## src/hdl/assert_macros.svh

```systemverilog
// Assertion macros used by the RTL of the schedule list (the sequencer includes them).
`ifndef ASSERT_MACROS_SVH
`define ASSERT_MACROS_SVH

// A condition that holds at every clock edge outside reset.
`define SISL_ASSERT_ALWAYS(label, clk, rst, cond) \
   label: assert property (@(posedge clk) disable iff (rst) (cond)) \
      else $error("assertion failed");

// A condition that implies another one in the same cycle.
`define SISL_ASSERT_IMPL(label, clk, rst, ante, cons) \
   label: assert property (@(posedge clk) disable iff (rst) (ante) |-> (cons)) \
      else $error("assertion failed");

// A condition that implies another one in the following cycle.
`define SISL_ASSERT_NEXT(label, clk, rst, ante, cons) \
   label: assert property (@(posedge clk) disable iff (rst) (ante) |=> (cons)) \
      else $error("assertion failed");

`endif

```

## src/hdl/sisl_pkg.sv

```systemverilog
// Package with the types and constants of the sorted schedule list.
package sisl_pkg;

   // Default list depth.
   localparam int MAX_ENTRIES_DEF = 16;

   // Command codes of an input item.
   localparam logic CMD_INSERT = 1'b0;
   localparam logic CMD_DUMP   = 1'b1;

   // Status codes of a result item.
   typedef enum logic [1:0] {
      STATUS_OK    = 2'd0,
      STATUS_FULL  = 2'd1,
      STATUS_DUMP  = 2'd2,
      STATUS_EMPTY = 2'd3
   } status_type;

   // One stored schedule entry, 33 bits.
   typedef struct packed {
      logic [7:0] tag;
      logic [2:0] day;
      logic [4:0] start_hour;
      logic [5:0] start_minute;
      logic [4:0] end_hour;
      logic [5:0] end_minute;
   } entry_type;

   // Sequencer states.
   typedef enum logic [2:0] {
      ST_IDLE,
      ST_INS_RD,
      ST_INS_CMP,
      ST_DMP_RD,
      ST_DMP_OUT,
      ST_RESP
   } state_type;

   // Request from the sequencer to load the output register.
   typedef struct packed {
      logic       load;
      status_type status;
      logic       last;
      logic       use_entry;
   } rsp_load_type;

   // Contents of the output register.
   typedef struct packed {
      status_type status;
      entry_type  entry;
      logic       last;
   } rsp_type;

endpackage

```

## src/hdl/sisl_if.sv

```systemverilog
// Channel interfaces for the command input and the result output.
interface sisl_req_if;
   logic       valid;
   logic       ready;
   logic       command;
   logic [7:0] subject_tag;
   logic [2:0] week_day;
   logic [4:0] start_hour;
   logic [5:0] start_minute;
   logic [4:0] end_hour;
   logic [5:0] end_minute;

   modport source (
      output valid, command, subject_tag, week_day, start_hour, start_minute,
             end_hour, end_minute,
      input  ready
   );
   modport sink (
      input  valid, command, subject_tag, week_day, start_hour, start_minute,
             end_hour, end_minute,
      output ready
   );
endinterface

interface sisl_rsp_if;
   logic       valid;
   logic       ready;
   logic [1:0] status;
   logic [7:0] out_tag;
   logic [2:0] out_day;
   logic [4:0] out_start_hour;
   logic [5:0] out_start_minute;
   logic [4:0] out_end_hour;
   logic [5:0] out_end_minute;
   logic       last;

   modport source (
      output valid, status, out_tag, out_day, out_start_hour, out_start_minute,
             out_end_hour, out_end_minute, last,
      input  ready
   );
   modport sink (
      input  valid, status, out_tag, out_day, out_start_hour, out_start_minute,
             out_end_hour, out_end_minute, last,
      output ready
   );
endinterface

```

## src/hdl/sorted_insert_schedule_list_top.sv

```systemverilog
// Sorted schedule list: insert keeps weekday order, dump streams the list in order.
// Insert: each entry moved up passes a read state and a compare state; then the new entry is written.
// Full insert and empty dump: the single result is loaded in the response state, once the output is free.
// Dump: each stored entry passes a read state and an output state, as the entry memory reads registered.
// One command is worked at a time; the output register frees the result side.
// Synchronous active-high reset empties the list; memory contents are not cleared.
module sorted_insert_schedule_list_top import sisl_pkg::*; #(
   parameter int MaxEntries = MAX_ENTRIES_DEF,
   localparam int AddrW = $clog2(MaxEntries)
) (
   input logic         clock,
   input logic         reset,
   sisl_req_if.sink    req_ch,
   sisl_rsp_if.source  rsp_ch
);

   entry_type        req_entry;
   rsp_load_type     rsp_load;
   logic             out_free;
   logic             wr_en;
   logic [AddrW-1:0] wr_addr;
   entry_type        wr_data;
   logic [AddrW-1:0] rd_addr;
   entry_type        rd_data;
   logic             rsp_valid_ff, rsp_valid_in;
   rsp_type          rsp_ff, rsp_in;

   // Gather the input payload into an entry.
   always_comb begin
      req_entry.tag          = req_ch.subject_tag;
      req_entry.day          = req_ch.week_day;
      req_entry.start_hour   = req_ch.start_hour;
      req_entry.start_minute = req_ch.start_minute;
      req_entry.end_hour     = req_ch.end_hour;
      req_entry.end_minute   = req_ch.end_minute;
   end

   sisl_ctrl #(.MaxEntries(MaxEntries)) u_ctrl (
      .clock       (clock),
      .reset       (reset),
      .req_valid   (req_ch.valid),
      .req_ready   (req_ch.ready),
      .req_command (req_ch.command),
      .req_entry   (req_entry),
      .out_free    (out_free),
      .rsp_load    (rsp_load),
      .wr_en       (wr_en),
      .wr_addr     (wr_addr),
      .wr_data     (wr_data),
      .rd_addr     (rd_addr),
      .rd_data     (rd_data)
   );

   sisl_store #(.MaxEntries(MaxEntries)) u_store (
      .clock   (clock),
      .wr_en   (wr_en),
      .wr_addr (wr_addr),
      .wr_data (wr_data),
      .rd_addr (rd_addr),
      .rd_data (rd_data)
   );

   // Output register: free when empty or when its result transfers this cycle.
   assign out_free = !rsp_valid_ff || rsp_ch.ready;

   always_comb begin
      rsp_valid_in = rsp_valid_ff;
      rsp_in       = rsp_ff;
      if (rsp_load.load) begin
         rsp_valid_in  = 1'b1;
         rsp_in.status = rsp_load.status;
         rsp_in.entry  = rsp_load.use_entry ? rd_data : '0;
         rsp_in.last   = rsp_load.last;
      end else if (rsp_ch.ready) begin
         rsp_valid_in = 1'b0;
      end
   end

   always_ff @(posedge clock) begin
      if (reset) begin
         rsp_valid_ff <= 1'b0;
      end else begin
         rsp_valid_ff <= rsp_valid_in;
      end
   end

   always_ff @(posedge clock) begin
      rsp_ff <= rsp_in;
   end

   // Drive the result channel.
   assign rsp_ch.valid            = rsp_valid_ff;
   assign rsp_ch.status           = rsp_ff.status;
   assign rsp_ch.out_tag          = rsp_ff.entry.tag;
   assign rsp_ch.out_day          = rsp_ff.entry.day;
   assign rsp_ch.out_start_hour   = rsp_ff.entry.start_hour;
   assign rsp_ch.out_start_minute = rsp_ff.entry.start_minute;
   assign rsp_ch.out_end_hour     = rsp_ff.entry.end_hour;
   assign rsp_ch.out_end_minute   = rsp_ff.entry.end_minute;
   assign rsp_ch.last             = rsp_ff.last;

endmodule

```

## src/hdl/sisl_store.sv

```systemverilog
// Entry memory: one write port and one read port with registered read data.
module sisl_store import sisl_pkg::*; #(
   parameter int MaxEntries = MAX_ENTRIES_DEF,
   localparam int AddrW = $clog2(MaxEntries)
) (
   input  logic             clock,
   input  logic             wr_en,
   input  logic [AddrW-1:0] wr_addr,
   input  entry_type        wr_data,
   input  logic [AddrW-1:0] rd_addr,
   output entry_type        rd_data
);

   entry_type mem [MaxEntries];
   entry_type rd_data_ff;

   // Write port.
   always_ff @(posedge clock) begin
      if (wr_en) begin
         mem[wr_addr] <= wr_data;
      end
   end

   // Read port, data registered.
   always_ff @(posedge clock) begin
      rd_data_ff <= mem[rd_addr];
   end

   assign rd_data = rd_data_ff;

endmodule

```

## src/hdl/sisl_ctrl.sv

```systemverilog
// Sequencer: walks the list to insert and dump, with one weekday comparator that orders inserts.
`include "assert_macros.svh"

module sisl_ctrl import sisl_pkg::*; #(
   parameter int MaxEntries = MAX_ENTRIES_DEF,
   localparam int AddrW = $clog2(MaxEntries),
   localparam int CntW  = $clog2(MaxEntries + 1)
) (
   input  logic             clock,
   input  logic             reset,
   input  logic             req_valid,
   output logic             req_ready,
   input  logic             req_command,
   input  entry_type        req_entry,
   input  logic             out_free,
   output rsp_load_type     rsp_load,
   output logic             wr_en,
   output logic [AddrW-1:0] wr_addr,
   output entry_type        wr_data,
   output logic [AddrW-1:0] rd_addr,
   input  entry_type        rd_data
);

   state_type             state_ff, state_in;
   logic      [CntW-1:0]  count_ff, count_in;
   logic      [CntW-1:0]  idx_ff, idx_in;
   entry_type             new_ff, new_in;
   status_type            status_ff, status_in;

   logic                  accept;
   logic                  full;
   logic                  empty;
   logic                  day_ge;
   logic      [CntW-1:0]  idx_dec;
   logic      [CntW-1:0]  idx_inc;
   logic                  last_dump;

   // Shared unit: the weekday compare, plus index step and list bounds.
   assign day_ge    = rd_data.day >= new_ff.day;
   assign idx_dec   = idx_ff - CntW'(1);
   assign idx_inc   = idx_ff + CntW'(1);
   assign last_dump = idx_inc == count_ff;
   assign full      = count_ff == CntW'(MaxEntries);
   assign empty     = count_ff == '0;
   assign accept    = req_valid && req_ready;

   // Next state.
   always_comb begin
      state_in = state_ff;
      case (state_ff)
         ST_IDLE: begin
            if (req_valid) begin
               if (req_command == CMD_DUMP) begin
                  state_in = empty ? ST_RESP : ST_DMP_RD;
               end else begin
                  state_in = full ? ST_RESP : ST_INS_RD;
               end
            end
         end
         ST_INS_RD: begin
            state_in = (idx_ff == '0) ? ST_RESP : ST_INS_CMP;
         end
         ST_INS_CMP: begin
            state_in = day_ge ? ST_INS_RD : ST_RESP;
         end
         ST_DMP_RD: begin
            state_in = ST_DMP_OUT;
         end
         ST_DMP_OUT: begin
            if (out_free) begin
               state_in = last_dump ? ST_IDLE : ST_DMP_RD;
            end
         end
         ST_RESP: begin
            if (out_free) begin
               state_in = ST_IDLE;
            end
         end
         default: begin
            state_in = ST_IDLE;
         end
      endcase
   end

   // Outputs of the sequencer: handshake, memory ports and result loads.
   always_comb begin
      req_ready          = 1'b0;
      wr_en              = 1'b0;
      wr_addr            = idx_ff[AddrW-1:0];
      wr_data            = new_ff;
      rd_addr            = idx_ff[AddrW-1:0];
      rsp_load.load      = 1'b0;
      rsp_load.status    = status_ff;
      rsp_load.last      = 1'b1;
      rsp_load.use_entry = 1'b0;
      case (state_ff)
         ST_IDLE: begin
            req_ready = 1'b1;
         end
         ST_INS_RD: begin
            // Fetch the entry below the hole; at the head the new entry goes in.
            rd_addr = idx_dec[AddrW-1:0];
            if (idx_ff == '0) begin
               wr_en = 1'b1;
            end
         end
         ST_INS_CMP: begin
            // Move the entry up one place, or drop the new entry into the hole.
            wr_en   = 1'b1;
            wr_data = day_ge ? rd_data : new_ff;
         end
         ST_DMP_OUT: begin
            rsp_load.load      = out_free;
            rsp_load.status    = STATUS_DUMP;
            rsp_load.last      = last_dump;
            rsp_load.use_entry = 1'b1;
         end
         ST_RESP: begin
            rsp_load.load = out_free;
         end
         default: begin
            req_ready = 1'b0;
         end
      endcase
   end

   // Next values of the count, the index and the held command.
   always_comb begin
      count_in  = count_ff;
      idx_in    = idx_ff;
      new_in    = new_ff;
      status_in = status_ff;
      if (accept) begin
         new_in = req_entry;
         if (req_command == CMD_DUMP) begin
            idx_in    = '0;
            status_in = empty ? STATUS_EMPTY : STATUS_DUMP;
         end else begin
            idx_in    = count_ff;
            status_in = full ? STATUS_FULL : STATUS_OK;
         end
      end
      if (state_ff == ST_INS_RD && idx_ff == '0) begin
         count_in = count_ff + CntW'(1);
      end
      if (state_ff == ST_INS_CMP) begin
         if (day_ge) begin
            idx_in = idx_dec;
         end else begin
            count_in = count_ff + CntW'(1);
         end
      end
      if (state_ff == ST_DMP_OUT && out_free) begin
         idx_in = idx_inc;
      end
   end

   // Control registers.
   always_ff @(posedge clock) begin
      if (reset) begin
         state_ff <= ST_IDLE;
         count_ff <= '0;
         idx_ff   <= '0;
      end else begin
         state_ff <= state_in;
         count_ff <= count_in;
         idx_ff   <= idx_in;
      end
   end

   // Held command payload.
   always_ff @(posedge clock) begin
      new_ff    <= new_in;
      status_ff <= status_in;
   end

   // The fill count never passes the depth.
   `SISL_ASSERT_ALWAYS(a_count_bound, clock, reset, count_ff <= CntW'(MaxEntries))
   // A write never lands beyond the first free place after the current fill.
   `SISL_ASSERT_IMPL(a_write_in_fill, clock, reset, wr_en, idx_ff <= count_ff)
   // A dump leaves the list unchanged.
   `SISL_ASSERT_NEXT(a_dump_keeps_count, clock, reset,
      state_ff == ST_DMP_RD || state_ff == ST_DMP_OUT, count_ff == $past(count_ff))
   // A result is only loaded when the output register can take it.
   `SISL_ASSERT_IMPL(a_load_when_free, clock, reset, rsp_load.load, out_free)

endmodule
```

## src/flat_wrapper.sv

```systemverilog
// flat-port wrapper written by rule: the top's interface ports become plain ports
module sorted_insert_schedule_list_top_flat import sisl_pkg::*;
#(
   parameter int MaxEntries = MAX_ENTRIES_DEF,
   localparam int AddrW = $clog2(MaxEntries)
)
  (clock, reset, req_ch_valid, req_ch_command, req_ch_subject_tag, req_ch_week_day, req_ch_start_hour, req_ch_start_minute, req_ch_end_hour, req_ch_end_minute, req_ch_ready, rsp_ch_valid, rsp_ch_status, rsp_ch_out_tag, rsp_ch_out_day, rsp_ch_out_start_hour, rsp_ch_out_start_minute, rsp_ch_out_end_hour, rsp_ch_out_end_minute, rsp_ch_last, rsp_ch_ready);
  sisl_req_if req_ch_i ();
  sisl_rsp_if rsp_ch_i ();
  input logic clock;
  input logic reset;
  input wire logic [$bits(req_ch_i.valid)-1:0] req_ch_valid;
  input wire logic [$bits(req_ch_i.command)-1:0] req_ch_command;
  input wire logic [$bits(req_ch_i.subject_tag)-1:0] req_ch_subject_tag;
  input wire logic [$bits(req_ch_i.week_day)-1:0] req_ch_week_day;
  input wire logic [$bits(req_ch_i.start_hour)-1:0] req_ch_start_hour;
  input wire logic [$bits(req_ch_i.start_minute)-1:0] req_ch_start_minute;
  input wire logic [$bits(req_ch_i.end_hour)-1:0] req_ch_end_hour;
  input wire logic [$bits(req_ch_i.end_minute)-1:0] req_ch_end_minute;
  output wire logic [$bits(req_ch_i.ready)-1:0] req_ch_ready;
  output wire logic [$bits(rsp_ch_i.valid)-1:0] rsp_ch_valid;
  output wire logic [$bits(rsp_ch_i.status)-1:0] rsp_ch_status;
  output wire logic [$bits(rsp_ch_i.out_tag)-1:0] rsp_ch_out_tag;
  output wire logic [$bits(rsp_ch_i.out_day)-1:0] rsp_ch_out_day;
  output wire logic [$bits(rsp_ch_i.out_start_hour)-1:0] rsp_ch_out_start_hour;
  output wire logic [$bits(rsp_ch_i.out_start_minute)-1:0] rsp_ch_out_start_minute;
  output wire logic [$bits(rsp_ch_i.out_end_hour)-1:0] rsp_ch_out_end_hour;
  output wire logic [$bits(rsp_ch_i.out_end_minute)-1:0] rsp_ch_out_end_minute;
  output wire logic [$bits(rsp_ch_i.last)-1:0] rsp_ch_last;
  input wire logic [$bits(rsp_ch_i.ready)-1:0] rsp_ch_ready;
  assign req_ch_i.valid = req_ch_valid;
  assign req_ch_i.command = req_ch_command;
  assign req_ch_i.subject_tag = req_ch_subject_tag;
  assign req_ch_i.week_day = req_ch_week_day;
  assign req_ch_i.start_hour = req_ch_start_hour;
  assign req_ch_i.start_minute = req_ch_start_minute;
  assign req_ch_i.end_hour = req_ch_end_hour;
  assign req_ch_i.end_minute = req_ch_end_minute;
  assign req_ch_ready = req_ch_i.ready;
  assign rsp_ch_valid = rsp_ch_i.valid;
  assign rsp_ch_status = rsp_ch_i.status;
  assign rsp_ch_out_tag = rsp_ch_i.out_tag;
  assign rsp_ch_out_day = rsp_ch_i.out_day;
  assign rsp_ch_out_start_hour = rsp_ch_i.out_start_hour;
  assign rsp_ch_out_start_minute = rsp_ch_i.out_start_minute;
  assign rsp_ch_out_end_hour = rsp_ch_i.out_end_hour;
  assign rsp_ch_out_end_minute = rsp_ch_i.out_end_minute;
  assign rsp_ch_last = rsp_ch_i.last;
  assign rsp_ch_i.ready = rsp_ch_ready;
  sorted_insert_schedule_list_top #(.MaxEntries(MaxEntries)) u_core (.clock(clock), .reset(reset), .req_ch(req_ch_i), .rsp_ch(rsp_ch_i));
endmodule
```

## config.mk

```make
export PLATFORM = sky130hd
export DESIGN_NAME = sorted_insert_schedule_list_top_flat
export DESIGN_NICKNAME = d
export VERILOG_FILES = /design/src/hdl/sisl_pkg.sv /design/src/hdl/sisl_if.sv /design/src/hdl/sorted_insert_schedule_list_top.sv /design/src/hdl/sisl_store.sv /design/src/hdl/sisl_ctrl.sv /design/src/flat_wrapper.sv
export VERILOG_INCLUDE_DIRS = /design/src /design/src/hdl
export SDC_FILE = /design/constraint.sdc
export NUM_CORES = 1
export LEC_CHECK = 0
export BUFFER_PORTS_ARGS = -buffer_cell sky130_fd_sc_hd__buf_2
export CORE_MARGIN = 8
export CORE_UTILIZATION = 30
export CTS_CLUSTER_SIZE = 14
export DETAILED_ROUTE_END_ITERATION = 10
export MAX_ROUTING_LAYER = met4
export PLACE_DENSITY_LB_ADDON = 0.3
export SLEW_MARGIN = 20
export SYNTH_ARGS = -nofsm -noshare
export SYNTH_HDL_FRONTEND = slang
export SYNTH_SLANG_ARGS = --single-unit
```

## constraint.sdc

```tcl
create_clock -name clock -period 11.7 [get_ports clock]
set_input_delay 1.17 -clock clock [delete_from_list [all_inputs] [get_ports clock]]
set_output_delay 1.17 -clock clock [all_outputs]
set_load 0.02 [all_outputs]
```

---- After elaboration in Yosys (flattened, before gate mapping) ----
Memories as Yosys holds them, arrays and structs flattened. A register that Yosys moved wholly into a read port is not among the register bits.
Cells that the tools add are included.
word-level totals
  register bits ........................... 85
  RAM bits ................................ 528
  input port bits ......................... 38
  output and inout port bits .............. 38
  logic and storage cells ................. 78
  memories ................................ 1
cells by class
  $add $sub $neg .......................... 3
  $lt $le $gt $ge ......................... 1
  equality and inequality tests ........... 10
  muxes and demuxes ....................... 33
  reduce and logical (&&, ||, !) cells .... 11
memory list
  memory              depth  width  read ports  clocked after memory_dff  wr ports  line              text
  u_core.u_store.mem  16     33     1           1                         1         sisl_store.sv:14  entry_type mem [MaxEntries];
operators with widths
  cell                                                                number
  33-bit two-way mux                                                  2
  5-bit two-way mux                                                   8
  3-bit two-way mux                                                   8
  3-bit case mux with 6 select lines                                  1
  5-bit by 1-bit adder with 5-bit output, second input constant       2
  5-bit logical NOT                                                   2
  1-bit two-way mux                                                   10
  3-bit by 2-bit == test with 1-bit output, second input constant     2
  3-bit == test, second input constant                                2
  2-bit inequality test, second input constant                        3
  5-bit == test                                                       1
  5-bit == test, second input constant                                1
  5-bit by 1-bit subtractor with 5-bit output, second input constant  1
  2-bit two-way mux                                                   2
  4-bit two-way mux                                                   1
  3-bit by 1-bit == test with 1-bit output, second input constant     1
  3-bit >= comparator                                                 1
  1-bit logical AND                                                   3
  3-bit logical NOT                                                   1
  3-bit AND reduction                                                 1
  1-bit case mux with 2 select lines                                  1
  2-bit nonzero test                                                  1
  2-bit OR reduction                                                  1
  1-bit logical NOT                                                   1
  1-bit logical OR                                                    1

---- Depth between registers and ports, before layout ----
  word-level depth ........................ 7
  mapped depth ............................ 14
  depth with buffers taken out ............ 7

---- Modules after synthesis ----
A second synthesis with hierarchy kept.
second synthesis, totals
  cells, all modules ...................... 1171
  area, all modules ....................... 24647.4 um^2
by module, submodules not included
  module                           times used  cells each  area an instance (um^2)  sequential area each (um^2)
  sisl_store                       1           864         20631.0                  16515.8
  sisl_ctrl                        1           231         2637.5                   1311.3
  sorted_insert_schedule_list_top  1           76          1378.8                   1101.1

---- Least setup slack after synthesis ----
Ideal clock, no wire load.
  kind .................................... register to register
  start ................................... register u_core.u_ctrl.idx_ff[0]
  end ..................................... memory u_core.u_store.mem[1][0] (netlist name), enable pin
  library setup time ...................... 464 ps
  arrival time ............................ 4744 ps
  data required time ...................... 11236 ps
  path slack .............................. 6492 ps
  cell stages (with the launch flop) ...... 11
  buffers on the path ..................... 3
  clock period less this slack ............ 5208 ps
  cell sequence ........................... dfxtp_1 inv_2 clkbuf_1 clkbuf_1 clkbuf_1 ha_1 nor4b_1 nand2_1 a21oi_1 nand2_1 nor3_1
between the ends
  cells in the longest elaborated chain, start to end .. 5
ends and longest elaborated chain
  item                                     line              text
  start, declared                          sisl_ctrl.sv:26   logic [CntW-1:0] idx_ff, idx_in;
  start signal, assigned                   sisl_ctrl.sv:167  idx_ff <= idx_in;
  5-bit logical NOT                        sisl_ctrl.sv:103  if (idx_ff == '0) begin
  1-bit two-way mux                        sisl_ctrl.sv:103
  1-bit case mux with 2 select lines       sisl_ctrl.sv:96   case (state_ff)
  1-bit two-way mux                        sisl_store.sv:19  if (wr_en) begin
  1-bit two-way mux (implied by the code)  sisl_store.sv:20  mem[wr_addr] <= wr_data;
  end, declared                            sisl_store.sv:14
Parallel ways exist; a longest one is shown, timed or not.

---- Worst setup path in the final report ----
  start ................................... register u_core.u_ctrl.idx_ff[0]
  end ..................................... register, netlist name u_core.u_store.rd_data[6]
between the ends
  cells in the longest elaborated chain, start to end .. 2
ends and longest elaborated chain
  item                                         line             text
  5-bit by 1-bit subtractor with 5-bit output  sisl_ctrl.sv:40  assign idx_dec = idx_ff - CntW'(1);
  4-bit two-way mux (*)                        sisl_ctrl.sv:96
Every way passes the cells marked *; elsewhere a longest branch is shown, timed or not.
A chain may end at the register's enable or synchronous reset.

==> flow_summary_export.csv <==
group,metric,value,unit
timing,hold_violations,0,
logic_synthesis,yosysMostFrequentCell,"edfxtp_1",
grt,gr-total-overflow,0,
outcome,status,"finished, final reports clean",
timing,slew_headroom,25.6,%
cts,hold_buffers,0,
cts,worstSkewPairLatency,0.61,ns
timing,finalSetupTns,0,ns
worst_setup_path,cp-end-kind,"register",
layout,stdcell_area,31700,um^2
logic_synthesis,ys.flop_type,"edfxtp_1",
logic_synthesis,syn_inst,1801,
cts,cts_max_path_buffers,3,
logic_synthesis,ys_seq_area_share,68.4,%
route,vias,18254,
die,ioPinCount,76,
min_path,hold_class,"reg2reg",
timing,tightestPinTransition,1.12,ns
logic_synthesis,synth_cell_types,67,
die,dieArea,102000,um^2
route,avgRoutedWirePerCell,26.3,um
timing,finalSetupViolCount,0,
die,die_x,320,um
grt,grt_pass1_vias,18558,
worst_setup_path,crit_path_max_fanout,72,
cts,post_cts_buffers,0,
grt,grt_max_degree,93,
cts,cts_tree,"yes",
worst_setup_path,start_kind,"register",
placement,gp_congestion,0.759,
grt,grt_pass1_wl,120,mm
cts,cts.repair.resized,0,
logic_synthesis,synth_edf_count,599,
route,drt_iter0_drc,1872,
cts,cts_sinks,646,
pwr,worst_ir_drop_vdd,0.178,mV
timing,skew,0.0266,ns
layout,drive_above_1_share,17.4,%
route,routed_wl,80.7,mm
route,final_antenna_net_count,0,
timing,slew_violations,0,
timing,period_share,46.3,%
cts,cts_buffers,70,
logic_synthesis,yosysWarnings,0,
logic_synthesis,synth_top_area_share,65.0,%
logic_synthesis,syn_nets,1849,
grt,grt_util_all_layers,15.6,%
placement,placed_area,29300,um^2
layout,synthToLayoutAreaGrowth,14.4,%
cts,cts_root_buffer,"clkbuf_16",
worst_setup_path,required,12.16,ns
logic_synthesis,ys_ff_latch,646,
timing,fin_crit,5.41,ns
worst_setup_path,crit_type,"reg2reg",
die,placementRows,111,
grt,antenna_found_initial,3,
timing,fmax,0.185,GHz
logic_synthesis,synth_top_area_cell,"edfxtp_1",
route,drcViolationCount,0,
worst_setup_path,cp.arrival,5.88,ns
die,die_y,320,um
cts,htree_levels,3,
logic_synthesis,synthTopCellsByCount,"edfxtp_1 (599), o221ai_1 (338), clkbuf_1 (109), mux2i_1 (85), a221oi_1 (67)",
die,initial_core_util,30.3,%
run,drv_cap,0,
pwr,p_leak,9.46,nW
pwr,powerDensity,263,nW/um^2
logic_synthesis,syn_area,27700,um^2
route,drtPass1Iterations,5,
timing,rsz0062_at_grt,"no",
cts,clk_pin_slew_worst_paths,0.06,ns
placement,place_hpwl,43.9,mm
layout,fin_nets,1868,
logic_synthesis,avgSynthCellArea,15.4,um^2
logic_synthesis,synth.area.top_cells,"edfxtp_1 (65%), o221ai_1 (11%), dfxtp_1 (3.4%), mux2i_1 (3.1%), a221oi_1 (2.1%)",
placement,numPortBuffers,75,
route,viasPerCell,5.95,
logic_synthesis,async_flop_share,0,%
die,core,91500,um^2
routing by layer:
| metal | vias to the layer above | part of all wire, % | track usage (%) |
|---|---|---|---|
| li1 | 7851 | - | - |
| met1 | 9489 | 42 | 19.7 |
| met2 | 789 | 48 | 25.5 |
| met3 | 125 | 7.1 | 2.96 |
| met4 | 0 | 2.2 | 4.91 |
| met5 | - | 0 | - |
metrics by stage:
stage | power (mW) | hold slack, ns | worst slack (ns) | std cells | utilization [%]
finish | 8.34 | 0.510 | 6.29 | 3066 | 34.6
global placement | 6.08 | 0.491 | 6.59 | 2934 | 32.0
detailed placement | 6.16 | 0.511 | 6.38 | 2934 | 32.1
CTS | 8.40 | 0.511 | 6.38 | 3063 | 34.6
floorplan | 5.16 | 0.482 | 6.49 | 1801 | -
global route | 8.75 | 0.536 | 6.03 | 3066 | 34.6
sequential cells by signal, summed over array words and instances, names as in the netlist:
signal                          count
u_core.u_ctrl.state_ff              3
u_core.rsp_ch.out_end_minute        6
u_core.u_ctrl.count_ff              5
u_core.u_store.mem                528
u_core.rsp_ch.out_end_hour          5
u_core.rsp_ch.valid                 1
u_core.rsp_ch.status                2
u_core.rsp_ch.last                  1
u_core.rsp_ch.out_start_hour        5
u_core.rsp_ch.out_tag               8
u_core.u_ctrl.new_ff               33
u_core.rsp_ch.out_start_minute      6
u_core.u_ctrl.status_ff             2
u_core.u_store.rd_data             33
u_core.rsp_ch.out_day               3
u_core.u_ctrl.idx_ff                5
final timing paths:
kind | cells past startpoint | end | start | slack [ns]
worst min register to register | 1 | u_core.rsp_ch.out_end_hour[1]$_SDFFCE_PN0P_ | u_core.u_store.rd_data[7]$_DFF_P_ | 0.51
worst min-delay path | 1 | u_core.rsp_ch.out_end_hour[1]$_SDFFCE_PN0P_ | u_core.u_store.rd_data[7]$_DFF_P_ | 0.51
worst max-delay path | 8 | u_core.u_store.rd_data[6]$_DFF_P_ | u_core.u_ctrl.idx_ff[0]$_SDFF_PP0_ | 6.29
worst max register to register | 8 | u_core.u_store.rd_data[6]$_DFF_P_ | u_core.u_ctrl.idx_ff[0]$_SDFF_PP0_ | 6.29
cell families (layout without fill, tap and decap cells):
| family | after synthesis | after routing | share of synthesized area [%] |
|---|---|---|---|
| flops | 646 | 646 | 68.4 |
| fa+ha+maj | 10 | 10 | 0.452 |
| buf+inv | 188 | 264 | 3.05 |
| mux | 137 | 137 | 5.84 |
| other cells | 0 | 3 | 0 |
| compound gates | 548 | 548 | 16.7 |
| xor+xnor | 13 | 13 | 0.411 |
| simple gates | 259 | 259 | 5.20 |
where the power goes:
group          internal, mW  switching (mW)  total, mW
clock                  1.31           0.903       2.22
sequential             2.96           0.184       3.14
combinational          1.01            1.97       2.98
total                  5.28            3.06       8.34
placed cells by master (no fill, tap or decap), drive strengths merged, types with 15 or more instances in the layout:
cell,Yosys,routed
o22ai,35,35
dfxtp,47,47
and2,35,35
a21oi,15,15
mux4,16,16
a221oi,69,69
o221ai,338,338
edfxtp,599,599
mux2,36,36
nand2,30,30
clkbuf,109,97
clkinv,0,24
o32ai,20,20
nor2,54,54
buf,69,125
mux2i,85,85
nor3,36,36
or4,27,27
area by class of cell:
| type | count | area [um^2] |
|---|---|---|
| Antenna cell | 3 | 7.51 |
| Clock buffer | 97 | 2050 |
| Clock inverter | 32 | 274 |
| Fill cell | 8637 | 59800 |
| Inverter | 10 | 42.5 |
| Multi-Input combinational cell | 967 | 8130 |
| Sequential cell | 646 | 18900 |
| Tap cell | 1186 | 1480 |
| Timing Repair Buffer | 125 | 751 |
critical path, stage by stage (launching register included):
cell and delay [ns]:
dfxtp_4 0.91, inv_6 0.34, ha_2 0.90, nand4bb_4 0.82, buf_4 0.67, buf_4 0.50, o221ai_1 0.32, a221oi_1 0.12
or4_1 0.54
Power figures use the tool's default switching activity.
